## src/rtl/gnnt_pkg.sv

```systemverilog
`timescale 1ns / 1ps
// gnnt_pkg: shared types and constants of the gated nearest-neighbor tracker.
// No dependencies; used by the interfaces, the cell and the top level.
package gnnt_pkg;

  localparam int CoordW    = 16;
  localparam int TrackIdW  = 10;
  localparam int EntryIdxW = 6;
  localparam int DistW     = 33;
  localparam int SqW       = 32;
  localparam int CfgIdxW   = 1;

  localparam logic [DistW-1:0] MaxDistReset = 33'd8589672450;

  localparam logic [CfgIdxW-1:0] CfgMinDist = 1'b0;
  localparam logic [CfgIdxW-1:0] CfgMaxDist = 1'b1;

  typedef enum logic [1:0] {
    ModeAppend = 2'd0,
    ModeQuery  = 2'd1,
    ModeRead   = 2'd2,
    ModeClear  = 2'd3
  } mode_e;

  typedef enum logic [1:0] {
    StIdle,
    StScan,
    StFinish
  } state_e;

  typedef struct packed {
    mode_e                       mode;
    logic signed [CoordW-1:0]    pos_x;
    logic signed [CoordW-1:0]    pos_y;
    logic [TrackIdW-1:0]         track_id;
    logic [EntryIdxW-1:0]        entry_index;
  } in_beat_t;

  typedef struct packed {
    logic                  found;
    logic [EntryIdxW-1:0]  match_index;
    logic                  newly_assigned;
    logic                  point_has_id;
    logic [TrackIdW-1:0]   point_track_id;
    logic [DistW-1:0]      dist_sq;
  } out_beat_t;

  // Token that walks the cell row: best match so far plus read-back data.
  typedef struct packed {
    logic                 valid;
    logic                 hit;
    logic [DistW-1:0]     best_d;
    logic                 best_asg;
    logic                 rd_asg;
    logic [TrackIdW-1:0]  rd_id;
    logic [DistW-1:0]     rd_dist;
  } trail_t;

  // Broadcast from the controller to every cell (one selected by index).
  typedef struct packed {
    logic                     app_en;
    logic                     clr_en;
    logic                     cmt_en;
    logic signed [CoordW-1:0] x;
    logic signed [CoordW-1:0] y;
    logic [TrackIdW-1:0]      tid;
    logic [DistW-1:0]         sq_dist;
  } bcast_t;

endpackage

```

## src/rtl/gnnt_cell.sv

```systemverilog
`timescale 1ns / 1ps
// gnnt_cell: one stored point; squares its offset to the query and updates
// the passing token. Depends on gnnt_pkg.
module gnnt_cell
  import gnnt_pkg::*;
#(
  parameter int IDX   = 0,
  parameter int IDX_W = 6,
  parameter int CNT_W = 7,
  parameter int ID_W  = 10
) (
  input  logic                     clk_i,
  input  logic                     rst_ni,
  input  logic signed [CoordW-1:0] qx_i,
  input  logic signed [CoordW-1:0] qy_i,
  input  logic [EntryIdxW-1:0]     qe_i,
  input  logic [CNT_W-1:0]         count_i,
  input  logic [DistW-1:0]         min_i,
  input  logic [DistW-1:0]         max_i,
  input  bcast_t                   bcast_i,
  input  logic [IDX_W-1:0]         sel_idx_i,
  input  trail_t                   trail_i,
  input  logic [IDX_W-1:0]         trail_idx_i,
  output trail_t                   trail_o,
  output logic [IDX_W-1:0]         trail_idx_o
);

  localparam int CmpW = IDX_W + EntryIdxW;
  localparam logic [IDX_W-1:0] MyIdx = IDX_W'(IDX);
  localparam logic [CNT_W-1:0] MyCnt = CNT_W'(IDX);
  localparam logic [CmpW-1:0]  MyCmp = CmpW'(IDX);

  logic signed [CoordW-1:0] x_q, y_q;
  logic [ID_W-1:0]          id_q;
  logic [DistW-1:0]         dist_q;
  logic                     asg_q;
  logic [SqW-1:0]           sqx_q, sqy_q, sqx_d, sqy_d;
  trail_t                   trail_q, trail_d;
  logic [IDX_W-1:0]         tidx_q, tidx_d;

  logic signed [CoordW:0]     dx, dy;
  logic signed [2*CoordW+1:0] dx_sq, dy_sq;
  logic [DistW-1:0]           dsum;
  logic                       sel, occ, in_gate, take, rd_here;

  assign sel = (sel_idx_i == MyIdx);

  always_comb begin
    dx    = {qx_i[CoordW-1], qx_i} - {x_q[CoordW-1], x_q};
    dy    = {qy_i[CoordW-1], qy_i} - {y_q[CoordW-1], y_q};
    dx_sq = dx * dx;
    dy_sq = dy * dy;
    sqx_d = dx_sq[SqW-1:0];
    sqy_d = dy_sq[SqW-1:0];
  end

  // Squares are registered; the token meets the registered squares of the query.
  always_comb begin
    dsum    = DistW'(sqx_q) + DistW'(sqy_q);
    occ     = (MyCnt < count_i);
    in_gate = occ && (min_i < dsum) && (dsum < max_i);
    take    = in_gate && (!trail_i.hit || (dsum < trail_i.best_d));
    rd_here = (MyCmp == CmpW'(qe_i));
    trail_d = trail_i;
    tidx_d  = trail_idx_i;
    if (take) begin
      trail_d.hit      = 1'b1;
      trail_d.best_d   = dsum;
      trail_d.best_asg = asg_q;
      tidx_d           = MyIdx;
    end
    if (rd_here) begin
      trail_d.rd_asg  = asg_q;
      trail_d.rd_id   = TrackIdW'(id_q);
      trail_d.rd_dist = dist_q;
    end
  end

  always_ff @(posedge clk_i or negedge rst_ni) begin
    if (!rst_ni) begin
      asg_q   <= 1'b0;
      trail_q <= '0;
    end else begin
      trail_q <= trail_d;
      if (bcast_i.clr_en) begin
        asg_q <= 1'b0;
      end else if (bcast_i.app_en && sel) begin
        asg_q <= 1'b0;
      end else if (bcast_i.cmt_en && sel) begin
        asg_q <= 1'b1;
      end
    end
  end

  always_ff @(posedge clk_i) begin
    sqx_q  <= sqx_d;
    sqy_q  <= sqy_d;
    tidx_q <= tidx_d;
    if (bcast_i.app_en && sel) begin
      x_q <= bcast_i.x;
      y_q <= bcast_i.y;
    end
    if (bcast_i.cmt_en && sel) begin
      id_q   <= bcast_i.tid[ID_W-1:0];
      dist_q <= bcast_i.sq_dist;
    end
  end

  assign trail_o     = trail_q;
  assign trail_idx_o = tidx_q;

endmodule

```

## config.mk

```make
export PLATFORM = sky130hd
export DESIGN_NAME = gnnt_cell
export DESIGN_NICKNAME = d
export VERILOG_FILES = /design/src/rtl/gnnt_pkg.sv /design/src/rtl/gnnt_cell.sv
export SDC_FILE = /design/constraint.sdc
export NUM_CORES = 2
export LEC_CHECK = 0
export BUFFER_PORTS_ARGS = -buffer_cell sky130_fd_sc_hd__buf_2
export CAP_MARGIN = 40
export CELL_PAD_IN_SITES_DETAIL_PLACEMENT = 0
export CELL_PAD_IN_SITES_GLOBAL_PLACEMENT = 1
export CORE_UTILIZATION = 30
export DETAILED_ROUTE_END_ITERATION = 12
export GPL_TIMING_DRIVEN = 0
export HOLD_SLACK_MARGIN = 0.15
export MAX_ROUTING_LAYER = met4
export PLACE_DENSITY = 0.54
export SLEW_MARGIN = 20
export SYNTH_ARGS = -nofsm -noshare
export SYNTH_HDL_FRONTEND = slang
export SYNTH_SLANG_ARGS = --single-unit
```

## constraint.sdc

```tcl
create_clock -name clk_i -period 9.7 [get_ports clk_i]
set_input_delay 1.455 -clock clk_i [delete_from_list [all_inputs] [get_ports clk_i]]
set_output_delay 1.455 -clock clk_i [all_outputs]
set_load 0.02 [all_outputs]
```

==> qor.yml <==
clk_latency_ns: 0.62
grt_overflow: 0
io_buffers: 368
clk_pin_slew_worst_paths_ns: 0.06
cts_hold_buf: 0
synthFlopType: "dfrtp_1"
via_count: 21400
worstPathRequired_ns: 10.17
synthArstFlopShare: 0.362
cp_slowest_cell: "fa_1"
setup.worst_path.class: "in2reg"
h-tree-depth: 1
synth_top_area_share: 0.345
netlist_top_cells_area: "fa_1 (34%), ha_1 (13%), inv_1 (9.6%)"
first_pass_iters: 7
clockBufferDepth: 3
grt_max_degree: 53
yosysTopAreaCell: "fa_1"
antenna_found_initial: 7
via_per_inst: 4.47
grt_pass1_vias: 23500
setup_viol: 0
cts.sinks: 224
wl_per_cell_um: 18.7
crit_top_cell: "fa_1"
nNetsFinal: 4584
critical_path.max_fanout: 10
die_w_um: 318
ys_seq_area_frac: 0.188
tightest_slew_ns: 0.862
die_area_um2: 101000
yosys_warnings: 0
synth-seq-cells: 224
die_h_um: 318
syn_nets: 4165
period_minus_slack_ns: 9.25
core_area_um2: 98700
syn-cell-area_um2: 30000
arrival_ns: 9.72
relSlewSlack: 0.421
fin_crit_sh: 0.953
cts_tree: "done"
drc: 0
grt_pass1_wl_mm: 139
place_congestion: 0.879
syn_inst: 3050
start_kind: "primary input"
drt-initial-drc-count: 880
dp_hpwl_mm: 77.4
hold_viol: 0
hp-class: "reg2reg"
path_buf_inv: 8
cts-root-buf: "clkbuf_16"
ios: 369
fin_area_um2: 35000
syn-mean-instance-area_um2: 9.84
fmax_mhz: 108
ys_types: 66
drive_gt1_frac: 0.160
rows: 115
start_util: 0.304
placed_cell_area_um2: 33600
clock_skew_ns: 0.0453
finalHoldWorstSlack_ns: 0.467
antenna_left: 0
syn_to_final_growth_pct: 16.6
grt.total_usage: 0.185
max_cap_viol_count: 0
cp-end-kind: "flop"
routed_wl_mm: 89.3
synth_edf_count: 75
outcome: "finished, final reports clean"
slew_violations: 0
slowest_delay_ns: 0.62
numCtsBuffers: 30
cp_top_family: "adder cells"
per-layer routing:
metal	up-vias	track usage	wire (µm)
met5	-	-	0
met4	0	0.0229	905
met1	10600	0.251	42700
met3	54	0.0247	4170
li1	10300	-	-
met2	459	0.302	41500
layout by cell type, fill, tap and decap left out, types with 30 or more instances in the layout:
cell type / n
clkbuf_1: 43
a21o_1: 47
edfxtp_1: 75
o21ai_0: 67
mux2_2: 49
xor2_1: 32
clkbuf_16: 34
xnor2_1: 89
dfrtp_1: 81
dfxtp_1: 68
o21a_1: 30
and2_1: 33
nor2_1: 218
a21oi_1: 93
buf_2: 373
inv_1: 765
ha_1: 314
nand2_1: 204
fa_1: 516
area by class of cell:
| class | instances | area [µm²] |
|---|---|---|
| Antenna cell | 6 | 15.0 |
| Buffer | 54 | 245 |
| Clock buffer | 42 | 911 |
| Clock inverter | 14 | 118 |
| Fill cell | 10400 | 63700 |
| Inverter | 780 | 2940 |
| Multi-Input combinational cell | 1988 | 21500 |
| Sequential cell | 224 | 5640 |
| Tap cell | 1287 | 1610 |
| Timing Repair Buffer | 391 | 2030 |
path summary, 6_finish.rpt:
check                                     start               endpoint  slack (ns)  cells past startpoint
setup / recovery                        qx_i[0]      sqx_q[31]$_DFF_P_        0.45                     31
max in group asynchronous                rst_ni  trail_o[41]$_DFF_PN0_        8.23                      2
setup reg to reg               x_q[1]$_DFFE_PP_      sqx_q[31]$_DFF_P_        1.01                     31
hold reg to reg            dist_q[32]$_DFFE_PP_  trail_o[32]$_DFF_PN0_        0.47                      1
min in group asynchronous                rst_ni   trail_o[6]$_DFF_PN0_        0.79                      1
hold / removal             dist_q[32]$_DFFE_PP_  trail_o[32]$_DFF_PN0_        0.47                      1
cell families (layout without fill, tap and decap cells):
group,count (synthesis),count (layout),synth area share
AO/OA/AOI/OAI,340,340,0.0724
XOR/XNOR,138,138,0.0405
adder cells (fa/ha/maj),832,832,0.476
buffers and inverters,838,1281,0.105
flip-flops,224,224,0.188
multiplexers,79,79,0.0286
other,0,6,0
AND/OR/NAND/NOR,599,599,0.0889
cell usage after synthesis (5+ instances only):
library cell and count:
mux2_2 49, a21oi_1 96, mux2i_1 25, o211ai_1 6, a21o_1 49, xnor2_1 101
nor4_1 9, o31ai_1 6, clkbuf_1 50, a211o_1 5, o21a_1 30, edfxtp_1 75
a211oi_1 22, and3_1 7, o21ai_0 70, and2_1 36, fa_1 517, nor2b_1 22
nand2b_1 25, o21bai_1 7, or2_2 5, nand2_1 204, clkinv_1 5, o31a_1 5
xor2_1 36, ha_1 315, nor3_1 21, nor2_1 218, mux2_1 5, inv_1 771
a31oi_1 9, nand3_1 16, nand4_1 20, dfrtp_1 81, dfxtp_1 68
sequential cells by signal, summed over array words and instances, names as in the netlist:
| signal | flops |
|---|---|
| trail_o | 80 |
| y_q | 16 |
| id_q | 10 |
| x_q | 16 |
| trail_idx_o | 6 |
| dist_q | 33 |
| sqx_q | 31 |
| sqy_q | 31 |
| asg_q | 1 |
worst reg2reg max path, delay by kind of cell, from the launching register on:
kind            cells  cell delay [ns]
buf+inv             7             1.20
xor+xnor            2             0.50
simple gates        6             1.06
fa+ha+maj           8             3.57
compound gates      8             1.88
flops               1             0.36
through the flow:
stage          setup slack (ns)  setup TNS, ns   util  cells
3_3_place_gp              -2.48         -40.90  0.339   4705
3_5_place_dp              -1.97         -24.37  0.340   4714
5_1_grt                -0.00790       -0.00931  0.354   4785
2_1_floorplan             0.528              0      -   3050
4_1_cts                 0.00310              0  0.352   4770
6_report                  0.453              0  0.355   4786
what timing repair did:
item | in CTS | in global routing
hold endpoints to repair | 0 | 0
buffers inserted | 2 | 12
pin swaps | 2 | 4
setup endpoints to repair | 18 | 16
cloned | 0 | 0
resized for setup | 21 | 48
Power is left out: the tool's default activity adds up to more than one toggle a clock period on the data nets, which glitch-free logic cannot reach.
